$ cat config.mk
export PLATFORM = sky130hd
export DESIGN_NAME = block_skipping_chunk_deframer_crc32_unit_flat
export DESIGN_NICKNAME = d
export VERILOG_FILES = /design/src/rtl/bscd_pkg.sv /design/src/rtl/bscd_in_if.sv /design/src/rtl/bscd_out_if.sv /design/src/rtl/bscd_in_reg.sv /design/src/rtl/bscd_engine.sv /design/src/rtl/block_skipping_chunk_deframer_crc32_unit.sv /design/src/flat_wrapper.sv
export VERILOG_INCLUDE_DIRS = /design/src /design/src/rtl
export SDC_FILE = /design/constraint.sdc
export NUM_CORES = 1
export LEC_CHECK = 0
export ABC_CLOCK_PERIOD_IN_PS = 10100
export BUFFER_PORTS_ARGS = -buffer_cell sky130_fd_sc_hd__buf_2
export CAP_MARGIN = 5
export CORE_MARGIN = 10
export CORE_UTILIZATION = 30
export DETAILED_ROUTE_END_ITERATION = 16
export GPL_TIMING_DRIVEN = 0
export PLACE_DENSITY = 0.55
export SETUP_SLACK_MARGIN = 0.05
export SYNTH_ARGS = -nofsm -noshare
export SYNTH_HDL_FRONTEND = slang
export SYNTH_SLANG_ARGS = --single-unit
$ cat constraint.sdc
create_clock -name clk_i -period 10.1 [get_ports clk_i]
set_input_delay 1.01 -clock clk_i [delete_from_list [all_inputs] [get_ports clk_i]]
set_output_delay 1.01 -clock clk_i [all_outputs]
set_load 0.005 [all_outputs]
$ cat src/rtl/assert_macros.svh
// Assertion macros shared by the deframer RTL; NO_ASSERTIONS compiles them out.
`ifndef ASSERT_MACROS_SVH
`define ASSERT_MACROS_SVH
`ifndef NO_ASSERTIONS
// Property checked on every rising clock edge outside reset.
`define BSCD_ASSERT(label, prop, msg) \
  label: assert property (@(posedge clk_i) disable iff (!rst_ni) (prop)) else $error(msg);
// Implication checked in the same cycle.
`define BSCD_ASSERT_IMPL(label, ante, cons, msg) \
  label: assert property (@(posedge clk_i) disable iff (!rst_ni) (ante) |-> (cons)) \
    else $error(msg);
`else
`define BSCD_ASSERT(label, prop, msg)
`define BSCD_ASSERT_IMPL(label, ante, cons, msg)
`endif
`endif

$ cat src/rtl/bscd_pkg.sv
// Types, constants and the CRC-32 byte update for the chunk deframer.
`default_nettype none
package bscd_pkg;

  localparam int DataW   = 8;
  localparam int OffW    = 12;
  localparam int LenW    = 31;
  localparam int CrcW    = 32;
  localparam int StatusW = 2;
  localparam int CountW  = 3;

  localparam int BlockBytesDef = 4096;
  localparam int MaxHeaderDef  = 1024;

  localparam logic [LenW-1:0]   HdrMin  = LenW'(4);
  localparam logic [CrcW-1:0]   CrcPoly = 32'hEDB8_8320;
  localparam logic [CountW-1:0] LastPrefixByte = 3'd7;
  localparam logic [CountW-1:0] LengthBytes    = 3'd4;

  typedef enum logic [1:0] {
    PhIdle    = 2'd0,
    PhPrefix  = 2'd1,
    PhPayload = 2'd2
  } phase_e;

  typedef enum logic [StatusW-1:0] {
    StOk      = 2'd0,
    StCorrupt = 2'd1,
    StCrcFail = 2'd2
  } status_e;

  typedef struct packed {
    logic [DataW-1:0] data_byte;
    logic [OffW-1:0]  block_offset;
    logic             chunk_start;
    logic             header_mode;
  } item_t;

  typedef struct packed {
    logic [DataW-1:0] payload_byte;
    logic             payload_valid;
    logic             last;
    status_e          status;
    logic [LenW-1:0]  chunk_length;
  } result_t;

  // Reflected CRC-32, one byte folded in bit by bit.
  function automatic logic [CrcW-1:0] crc32_byte(input logic [CrcW-1:0] crc,
                                                 input logic [DataW-1:0] b);
    logic [CrcW-1:0] c;
    c = crc ^ CrcW'(b);
    for (int i = 0; i < DataW; i++) begin
      c = c[0] ? ((c >> 1) ^ CrcPoly) : (c >> 1);
    end
    return c;
  endfunction

endpackage
`default_nettype wire

$ cat src/rtl/bscd_in_if.sv
// Input channel of the deframer: one raw file byte and its tags per transaction.
`default_nettype none
interface bscd_in_if;
  logic                      valid;
  logic                      ready;
  logic [bscd_pkg::DataW-1:0] data_byte;
  logic [bscd_pkg::OffW-1:0]  block_offset;
  logic                      chunk_start;
  logic                      header_mode;

  modport source (output valid, output data_byte, output block_offset,
                  output chunk_start, output header_mode, input ready);
  modport sink   (input valid, input data_byte, input block_offset,
                  input chunk_start, input header_mode, output ready);
endinterface
`default_nettype wire

$ cat src/rtl/bscd_out_if.sv
// Output channel of the deframer: one payload byte or chunk end per transaction.
`default_nettype none
interface bscd_out_if;
  logic                         valid;
  logic                         ready;
  logic [bscd_pkg::DataW-1:0]   payload_byte;
  logic                         payload_valid;
  logic                         last;
  logic [bscd_pkg::StatusW-1:0] status;
  logic [bscd_pkg::LenW-1:0]    chunk_length;

  modport source (output valid, output payload_byte, output payload_valid,
                  output last, output status, output chunk_length, input ready);
  modport sink   (input valid, input payload_byte, input payload_valid,
                  input last, input status, input chunk_length, output ready);
endinterface
`default_nettype wire

$ cat src/rtl/bscd_in_reg.sv
// Input register: captures one transaction and holds it until the engine takes it.
`default_nettype none
module bscd_in_reg (
  input  wire logic          clk_i,
  input  wire logic          rst_ni,
  input  wire logic          valid_i,
  output logic               ready_o,
  input  wire bscd_pkg::item_t item_i,
  output logic               item_valid_o,
  output bscd_pkg::item_t    item_o,
  input  wire logic          item_take_i
);
  import bscd_pkg::*;

  logic  valid_q, valid_d;
  item_t item_q;
  logic  load;

  assign ready_o = !valid_q || item_take_i;
  assign load    = valid_i && ready_o;
  assign valid_d = load ? 1'b1 : (item_take_i ? 1'b0 : valid_q);

  always_ff @(posedge clk_i or negedge rst_ni) begin
    if (!rst_ni) begin
      valid_q <= 1'b0;
    end else begin
      valid_q <= valid_d;
    end
  end

  always_ff @(posedge clk_i) begin
    if (load) begin
      item_q <= item_i;
    end
  end

  assign item_valid_o = valid_q;
  assign item_o       = item_q;
endmodule
`default_nettype wire

$ cat src/rtl/bscd_engine.sv
// Chunk state machine, CRC-32 and result register of the deframer.
`default_nettype none
`include "assert_macros.svh"
module bscd_engine #(
  parameter int BLOCK_BYTES = bscd_pkg::BlockBytesDef,
  parameter int MAX_HEADER  = bscd_pkg::MaxHeaderDef
) (
  input  wire logic            clk_i,
  input  wire logic            rst_ni,
  input  wire logic            item_valid_i,
  input  wire bscd_pkg::item_t item_i,
  output logic                 item_take_o,
  output logic                 res_valid_o,
  output bscd_pkg::result_t    res_o,
  input  wire logic            res_ready_i
);
  import bscd_pkg::*;

  localparam int OffSpan  = 1 << OffW;
  localparam int NumMults = (OffSpan + BLOCK_BYTES - 1) / BLOCK_BYTES;
  localparam logic [LenW-1:0] MaxHdr = LenW'(MAX_HEADER);

  phase_e            phase_q, phase_d;
  logic [CountW-1:0] count_q, count_d;
  logic              hdr_q, hdr_d;
  logic [LenW-1:0]   len_q, len_d;
  logic [CrcW-1:0]   exp_q, exp_d;
  logic [CrcW-1:0]   crc_q, crc_d;
  logic [LenW-1:0]   left_q, left_d;
  logic              out_valid_q, out_valid_d;
  result_t           res_q, res_d;

  // Chunk state as seen after a chunk start has been applied.
  phase_e            eff_phase;
  logic [CountW-1:0] eff_count;
  logic              eff_hdr;
  logic [LenW-1:0]   eff_len;
  logic [CrcW-1:0]   eff_exp;
  logic [CrcW-1:0]   eff_crc;
  logic [LenW-1:0]   eff_left;

  logic              skip;
  logic              prefix_end;
  logic              prefix_emit;
  logic              len_bad;
  logic [LenW-1:0]   adj_len;
  logic [CrcW-1:0]   exp_next;
  logic [CrcW-1:0]   crc_next;
  logic [LenW-1:0]   left_next;
  logic              produces;
  logic              go;

  // A byte is a block prefix byte when its offset is a multiple of the block size.
  always_comb begin
    skip = 1'b0;
    for (int k = 0; k < NumMults; k++) begin
      if (int'(item_i.block_offset) == k * BLOCK_BYTES) begin
        skip = 1'b1;
      end
    end
  end

  always_comb begin
    if (item_i.chunk_start) begin
      eff_phase = PhPrefix;
      eff_count = '0;
      eff_hdr   = item_i.header_mode;
      eff_len   = '0;
      eff_exp   = '0;
      eff_crc   = '1;
      eff_left  = '0;
    end else begin
      eff_phase = phase_q;
      eff_count = count_q;
      eff_hdr   = hdr_q;
      eff_len   = len_q;
      eff_exp   = exp_q;
      eff_crc   = crc_q;
      eff_left  = left_q;
    end
  end

  assign prefix_end = (eff_count == LastPrefixByte);
  assign exp_next   = {eff_exp[CrcW-DataW-1:0], item_i.data_byte};
  assign len_bad    = eff_hdr && ((eff_len < HdrMin) || (eff_len > MaxHdr));
  assign adj_len    = eff_hdr ? (eff_len - HdrMin) : eff_len;
  assign crc_next   = crc32_byte(eff_crc, item_i.data_byte);
  assign left_next  = eff_left - LenW'(1);

  // The last prefix byte gives a result only for a corrupt length or an empty payload.
  assign prefix_emit = prefix_end && (len_bad || (adj_len == '0));

  assign produces = !skip && (((eff_phase == PhPrefix) && prefix_emit) ||
                              (eff_phase == PhPayload));
  assign go = item_valid_i && (!produces || !out_valid_q || res_ready_i);
  assign item_take_o = go;

  // Next phase.
  always_comb begin
    phase_d = phase_q;
    if (go) begin
      if (skip) begin
        phase_d = eff_phase;
      end else begin
        unique case (eff_phase)
          PhPrefix: begin
            if (!prefix_end) begin
              phase_d = PhPrefix;
            end else if (len_bad || (adj_len == '0)) begin
              phase_d = PhIdle;
            end else begin
              phase_d = PhPayload;
            end
          end
          PhPayload: phase_d = (left_next == '0) ? PhIdle : PhPayload;
          PhIdle:    phase_d = PhIdle;
          default:   phase_d = PhIdle;
        endcase
      end
    end
  end

  // Chunk registers and the result.
  always_comb begin
    count_d = count_q;
    hdr_d   = hdr_q;
    len_d   = len_q;
    exp_d   = exp_q;
    crc_d   = crc_q;
    left_d  = left_q;
    res_d   = '{payload_byte: '0, payload_valid: 1'b0, last: 1'b0,
                status: StOk, chunk_length: '0};
    if (go) begin
      count_d = eff_count;
      hdr_d   = eff_hdr;
      len_d   = eff_len;
      exp_d   = eff_exp;
      crc_d   = eff_crc;
      left_d  = eff_left;
      if (!skip) begin
        unique case (eff_phase)
          PhPrefix: begin
            if (eff_count < LengthBytes) begin
              len_d = {eff_len[LenW-DataW-1:0], item_i.data_byte};
            end else begin
              exp_d = exp_next;
            end
            count_d = eff_count + CountW'(1);
            if (prefix_end) begin
              count_d = '0;
              if (len_bad) begin
                res_d.last   = 1'b1;
                res_d.status = StCorrupt;
              end else begin
                len_d  = adj_len;
                left_d = adj_len;
                if (adj_len == '0) begin
                  res_d.last = 1'b1;
                  // Empty payload: the CRC of no bytes is zero.
                  if ((exp_next != '0) && (exp_next != ~eff_crc)) begin
                    res_d.status = StCrcFail;
                  end
                end
              end
            end
          end
          PhPayload: begin
            crc_d = crc_next;
            left_d = left_next;
            res_d.payload_byte  = item_i.data_byte;
            res_d.payload_valid = 1'b1;
            if (left_next == '0) begin
              res_d.last = 1'b1;
              res_d.chunk_length = eff_len;
              if ((eff_exp != '0) && (eff_exp != ~crc_next)) begin
                res_d.status = StCrcFail;
              end
            end
          end
          PhIdle: begin
          end
          default: begin
          end
        endcase
      end
    end
  end

  assign out_valid_d = (go && produces) ? 1'b1 : (res_ready_i ? 1'b0 : out_valid_q);

  always_ff @(posedge clk_i or negedge rst_ni) begin
    if (!rst_ni) begin
      phase_q     <= PhIdle;
      count_q     <= '0;
      hdr_q       <= 1'b0;
      len_q       <= '0;
      exp_q       <= '0;
      crc_q       <= '1;
      left_q      <= '0;
      out_valid_q <= 1'b0;
    end else begin
      phase_q     <= phase_d;
      count_q     <= count_d;
      hdr_q       <= hdr_d;
      len_q       <= len_d;
      exp_q       <= exp_d;
      crc_q       <= crc_d;
      left_q      <= left_d;
      out_valid_q <= out_valid_d;
    end
  end

  always_ff @(posedge clk_i) begin
    if (go && produces) begin
      res_q <= res_d;
    end
  end

  assign res_valid_o = out_valid_q;
  assign res_o       = res_q;

  `BSCD_ASSERT_IMPL(a_payload_has_bytes, phase_q == PhPayload, left_q != '0,
                    "payload phase with no bytes left")
  `BSCD_ASSERT_IMPL(a_count_only_in_prefix, phase_q != PhPrefix, count_q == '0,
                    "prefix count nonzero outside prefix phase")
  `BSCD_ASSERT_IMPL(a_mid_result_plain, out_valid_q && !res_q.last,
                    res_q.payload_valid && (res_q.status == StOk) &&
                    (res_q.chunk_length == '0),
                    "non-final result carries status or length")
  `BSCD_ASSERT_IMPL(a_corrupt_is_final, out_valid_q && (res_q.status == StCorrupt),
                    res_q.last && !res_q.payload_valid && (res_q.chunk_length == '0),
                    "corrupt-length result malformed")
  `BSCD_ASSERT(a_stall_blocks_result,
               !(out_valid_q && !res_ready_i && go && produces),
               "result register overwritten while stalled")
endmodule
`default_nettype wire

$ cat src/rtl/block_skipping_chunk_deframer_crc32_unit.sv
// Top level of the block-skipping chunk deframer with CRC-32 check.
`default_nettype none
// The unit takes one raw file byte per input transaction, tagged with its
// offset inside a storage block and a chunk-start flag. Bytes whose offset is
// a multiple of BLOCK_BYTES are block prefix bytes and are dropped. Of the kept
// bytes of a chunk, the first four are a big-endian length (top bit ignored)
// and the next four a big-endian stored CRC-32; every later byte is payload,
// passed out one per output transaction while a standard CRC-32 runs over it.
// In header mode, sampled on the chunk-start byte, the length must lie between
// 4 and MAX_HEADER, otherwise a single final transaction reports a corrupt
// length; within range, 4 is subtracted. The final transaction of a chunk has
// last set and carries the payload length and the status (ok, corrupt length
// or checksum fail); a stored CRC of zero switches the check off. A new chunk
// start abandons any chunk in progress without a result.
// Throughput is one byte per clock cycle while results are not stalled at the
// output: a byte passes from the input register through the chunk state update
// and the byte-wide CRC step into the result register, which offers the result
// until the receiver takes it.
// A result waiting in the output register does not stop the unit from taking
// bytes that produce no result, and one more byte is held in the input
// register, so the input stalls only while a result cannot be delivered.
module block_skipping_chunk_deframer_crc32_unit #(
  parameter int BLOCK_BYTES = bscd_pkg::BlockBytesDef,
  parameter int MAX_HEADER  = bscd_pkg::MaxHeaderDef
) (
  input wire logic    clk_i,
  input wire logic    rst_ni,
  bscd_in_if.sink     in_i,
  bscd_out_if.source  out_o
);
  import bscd_pkg::*;

  item_t   in_item;
  item_t   held_item;
  logic    held_valid;
  logic    take;
  logic    res_valid;
  result_t res;

  assign in_item = '{data_byte:    in_i.data_byte,
                     block_offset: in_i.block_offset,
                     chunk_start:  in_i.chunk_start,
                     header_mode:  in_i.header_mode};

  bscd_in_reg u_in_reg (
    .clk_i        (clk_i),
    .rst_ni       (rst_ni),
    .valid_i      (in_i.valid),
    .ready_o      (in_i.ready),
    .item_i       (in_item),
    .item_valid_o (held_valid),
    .item_o       (held_item),
    .item_take_i  (take)
  );

  bscd_engine #(
    .BLOCK_BYTES (BLOCK_BYTES),
    .MAX_HEADER  (MAX_HEADER)
  ) u_engine (
    .clk_i        (clk_i),
    .rst_ni       (rst_ni),
    .item_valid_i (held_valid),
    .item_i       (held_item),
    .item_take_o  (take),
    .res_valid_o  (res_valid),
    .res_o        (res),
    .res_ready_i  (out_o.ready)
  );

  // Result transaction straight from the engine's output register.
  assign out_o.valid         = res_valid;
  assign out_o.payload_byte  = res.payload_byte;
  assign out_o.payload_valid = res.payload_valid;
  assign out_o.last          = res.last;
  assign out_o.status        = res.status;
  assign out_o.chunk_length  = res.chunk_length;
endmodule
`default_nettype wire

$ cat src/flat_wrapper.sv
// flat-port wrapper written by rule: the top's interface ports become plain ports
module block_skipping_chunk_deframer_crc32_unit_flat import bscd_pkg::*;
#(
  parameter int BLOCK_BYTES = bscd_pkg::BlockBytesDef,
  parameter int MAX_HEADER  = bscd_pkg::MaxHeaderDef
)
  (clk_i, rst_ni, in_i_valid, in_i_data_byte, in_i_block_offset, in_i_chunk_start, in_i_header_mode, in_i_ready, out_o_valid, out_o_payload_byte, out_o_payload_valid, out_o_last, out_o_status, out_o_chunk_length, out_o_ready);
  bscd_in_if in_i_i ();
  bscd_out_if out_o_i ();
  input wire logic clk_i;
  input wire logic rst_ni;
  input wire logic [$bits(in_i_i.valid)-1:0] in_i_valid;
  input wire logic [$bits(in_i_i.data_byte)-1:0] in_i_data_byte;
  input wire logic [$bits(in_i_i.block_offset)-1:0] in_i_block_offset;
  input wire logic [$bits(in_i_i.chunk_start)-1:0] in_i_chunk_start;
  input wire logic [$bits(in_i_i.header_mode)-1:0] in_i_header_mode;
  output wire logic [$bits(in_i_i.ready)-1:0] in_i_ready;
  output wire logic [$bits(out_o_i.valid)-1:0] out_o_valid;
  output wire logic [$bits(out_o_i.payload_byte)-1:0] out_o_payload_byte;
  output wire logic [$bits(out_o_i.payload_valid)-1:0] out_o_payload_valid;
  output wire logic [$bits(out_o_i.last)-1:0] out_o_last;
  output wire logic [$bits(out_o_i.status)-1:0] out_o_status;
  output wire logic [$bits(out_o_i.chunk_length)-1:0] out_o_chunk_length;
  input wire logic [$bits(out_o_i.ready)-1:0] out_o_ready;
  assign in_i_i.valid = in_i_valid;
  assign in_i_i.data_byte = in_i_data_byte;
  assign in_i_i.block_offset = in_i_block_offset;
  assign in_i_i.chunk_start = in_i_chunk_start;
  assign in_i_i.header_mode = in_i_header_mode;
  assign in_i_ready = in_i_i.ready;
  assign out_o_valid = out_o_i.valid;
  assign out_o_payload_byte = out_o_i.payload_byte;
  assign out_o_payload_valid = out_o_i.payload_valid;
  assign out_o_last = out_o_i.last;
  assign out_o_status = out_o_i.status;
  assign out_o_chunk_length = out_o_i.chunk_length;
  assign out_o_i.ready = out_o_ready;
  block_skipping_chunk_deframer_crc32_unit #(.BLOCK_BYTES(BLOCK_BYTES), .MAX_HEADER(MAX_HEADER)) u_core (.clk_i(clk_i), .rst_ni(rst_ni), .in_i(in_i_i), .out_o(out_o_i));
endmodule
==> impl_metrics.tcl <==
set metrics [dict create \
    grt_pass1_wl_um 93550 \
    grt_max_degree 84 \
    required_ns 9.09 \
    synthArstFlopShare 0.6734 \
    cts.sinks 199 \
    path_buf_inv 8 \
    status "finished clean" \
    htreeDepth 4 \
    start_kind "flop" \
    vias 14210 \
    routed_wl_um 64230 \
    final_common_cell "nor2_1" \
    cts_root_buf "clkbuf_16" \
    cpMostUsedCell "clkbuf_1" \
    finalCriticalPeriod_ns 10.05 \
    endpoint_kind "primary output" \
    fin_nets 1736 \
    dp_hpwl_um 46980 \
    power_mw 2.812 \
    crit_type "flop to primary output" \
    initial_core_util 0.3044 \
    netlist_area_sq_um 14200 \
    synthFlopType "dfrtp_1" \
    ant_nets 0 \
    ys_ff_latch 199 \
    io_pins 71 \
    synth_warnings 0 \
    dieHeight_um 237.6 \
    drv_cap 0 \
    track_usage 0.2220 \
    syn_nets 1646 \
    syn_avg_cell_area_sq_um 8.814 \
    synth_cells 1611 \
    vdd_drop_max_v 0.0001178 \
    worstMarginPinSlew_ns 1.324 \
    whs_ns 0.4839 \
    antenna_found_initial 1 \
    rows 79 \
    viasPerCell 6.118 \
    cts_tree "yes" \
    ys_seq_area_frac 0.3764 \
    die_w_um 237.6 \
    crit_family "buffers and inverters" \
    postCtsSetupBuffers 0 \
    setup_viol 0 \
    rsz0062_at_grt "no" \
    reg2reg_from "u_core.u_in_reg.item_o[1]" \
    clk_latency_ns 0.49 \
    period_share 0.9948 \
    synth.distinct_cells 91 \
    arrival_ns 9.04 \
    cts_buffer_depth 2 \
    grt_overflow 0 \
    wl_per_cell_um 27.66 \
    gp_congestion 0.9718 \
    cts_resized 0 \
    area_growth_pct 12.97 \
    p_per_area_nw_per_um2 175.3 \
    crit_path_max_incr_delay_ns 0.87 \
    leakage_nw 5.991 \
    placeableCoreArea_sq_um 46650 \
    cp_slowest_cell "buf_1" \
    fin_skew_ns 0.01678 \
    cts.reportedPaths.clkPinSlew_ns 0.07 \
    max_slew_margin 0.1095 \
    fmax_mhz 99.53 \
    synth_edf_count 65 \
    fillCellCount 4849 \
    portBuffers 70 \
    drtIter0Drc 1640 \
    drc 0 \
    hold_path.class "primary input to async pin" \
    first_pass_iters 6 \
    grt_pass1_vias 13690 \
    numCtsBuffers 17 \
    crit_fanout 17 \
    crit_path_cell_trace "buf_4 -> clkinv_1 -> clkbuf_1 -> buf_1 -> clkbuf_1 -> clkbuf_1 -> nand2_1 -> ha_1 -> clkbuf_1 -> nand3_1 -> o21ai_0 -> nor3_1 -> nand3_1 -> nor4_2 -> nand3_1 -> a21oi_1 -> nor2_1 -> or2_2 -> buf_2" \
    hold_viol_final 0 \
    drv_slew 0 \
    final_cell_mix "nor2_1 (146), nand2_1 (127), o21ai_0 (108), a21oi_1 (104), dfrtp_1 (102)" \
    die-area_sq_um 56430 \
    startpoint "u_core.u_in_reg.item_o[1]" \
    drive_above_1_share 0.1295 \
    cts_hold_buf 0 \
]
==> sequential cells by signal, indices dropped and copies added (netlist names) <==
name / count
u_core.u_engine.crc_q: 32
u_core.u_in_reg.item_valid_o: 1
u_core.u_engine.count_q: 3
u_core.u_engine.len_q: 31
u_core.u_engine.exp_q: 32
u_core.u_engine.hdr_q: 1
u_core.u_engine.phase_q: 2
u_core.u_in_reg.item_o: 22
u_core.u_engine.left_q: 31
u_core.u_engine.res_o: 43
u_core.u_engine.res_valid_o: 1
==> per-layer routing <==
layer,up-vias,track usage,part of all wire
met5,-,0,0
li1,6206,-,-
met3,176,0.04802,0.089
met1,7010,0.2845,0.41
met2,814,0.3512,0.46
met4,0,0.1031,0.047
==> layout make-up <==
| cell class | instances | area, sq um | share of cell area |
|---|---|---|---|
| Multi-Input combinational cell | 1232 | 8054 | 0.5021 |
| Sequential cell | 199 | 5345 | 0.3332 |
| Tap cell | 607 | 759.5 | 0.04734 |
| Buffer | 146 | 686.9 | 0.04282 |
| Clock buffer | 17 | 425.4 | 0.02652 |
| Timing Repair Buffer | 72 | 404.1 | 0.02519 |
| Clock inverter | 15 | 240.2 | 0.01498 |
| Inverter | 33 | 123.9 | 0.007722 |
| Antenna cell | 1 | 2.502 | 0.0001560 |
==> kinds of logic (layout without fill, tap and decap cells) <==
group / Yosys count / in the layout / share of synthesized area
DFF: 199 / 199 / 0.3764
and+or+nand+nor: 589 / 589 / 0.2117
AOI/OAI and AO/OA: 487 / 487 / 0.2325
other: 0 / 1 / 0
adders and majority gates: 9 / 9 / 0.007930
xor gates and xnor gates: 123 / 123 / 0.09640
buffers and inverters: 180 / 283 / 0.05736
muxes: 24 / 24 / 0.01762
==> cells in the mapped netlist (30+ instances only) <==
cell type / count / area share
nor4_1: 40 / 0.018
o21ai_0: 108 / 0.038
a22o_1: 52 / 0.032
nand3_1: 45 / 0.016
buf_2: 30 / 0.011
xor2_1: 41 / 0.025
edfxtp_1: 65 / 0.14
nor2_1: 147 / 0.039
clkbuf_1: 89 / 0.024
nor3_1: 62 / 0.022
dfstp_2: 32 / 0.059
xnor2_1: 60 / 0.037
dfrtp_1: 102 / 0.18
and3_1: 43 / 0.019
nand2_1: 127 / 0.034
a21oi_1: 104 / 0.037
inv_1: 30 / 0.0079
==> through the flow <==
stage | worst slack, ns | setup TNS, ns | util | cell area (sq um) | std cells
after global routing | 0.05467 | 0 | 0.3438 | 16040 | 2321
after CTS | 0.4666 | 0 | 0.3438 | 16040 | 2321
final | 0.05283 | 0 | 0.3438 | 16040 | 2322
after floorplan | 3.692 | 0 | - | 14200 | 1611
after global placement | -1.629 | -69.83 | 0.3281 | 15310 | 2288
after detailed placement | 0.4400 | 0 | 0.3296 | 15380 | 2290
==> path summary, 6_finish.rpt <==
| kind | slack (ns) | cells past startpoint | end |
|---|---|---|---|
| max in group asynchronous | 8.77 | 2 | u_core.u_engine.len_q[29] |
| max | 0.05 | 19 | in_i_ready |
| min | 0.48 | 1 | u_core.u_engine.exp_q[28] |
| max reg2reg | 0.80 | 19 | u_core.u_engine.res_o[20] |
| min in group clk_i | 0.50 | 1 | u_core.u_engine.count_q[1] |
| min reg2reg | 0.50 | 1 | u_core.u_engine.count_q[1] |
==> worst reg2reg max path: cells and delay by family (launching register included) <==
family	cells	cell delay (ns)
and+or+nand+nor	8	3.16
adders and majority gates	1	0.30
DFF	1	0.49
buffers and inverters	8	4.45
AOI/OAI and AO/OA	2	0.59
==> power by group <==
| group | internal (mW) | leakage [nW] | switching (mW) | total, mW |
|---|---|---|---|---|
| clock network | 0.446 | 0.324 | 0.363 | 0.809 |
| logic | 0.369 | 3.45 | 0.677 | 1.05 |
| registers | 0.890 | 2.22 | 0.0675 | 0.957 |
| total | 1.70 | 5.99 | 1.11 | 2.81 |
No activity file was read; power rests on OpenSTA's default activity.
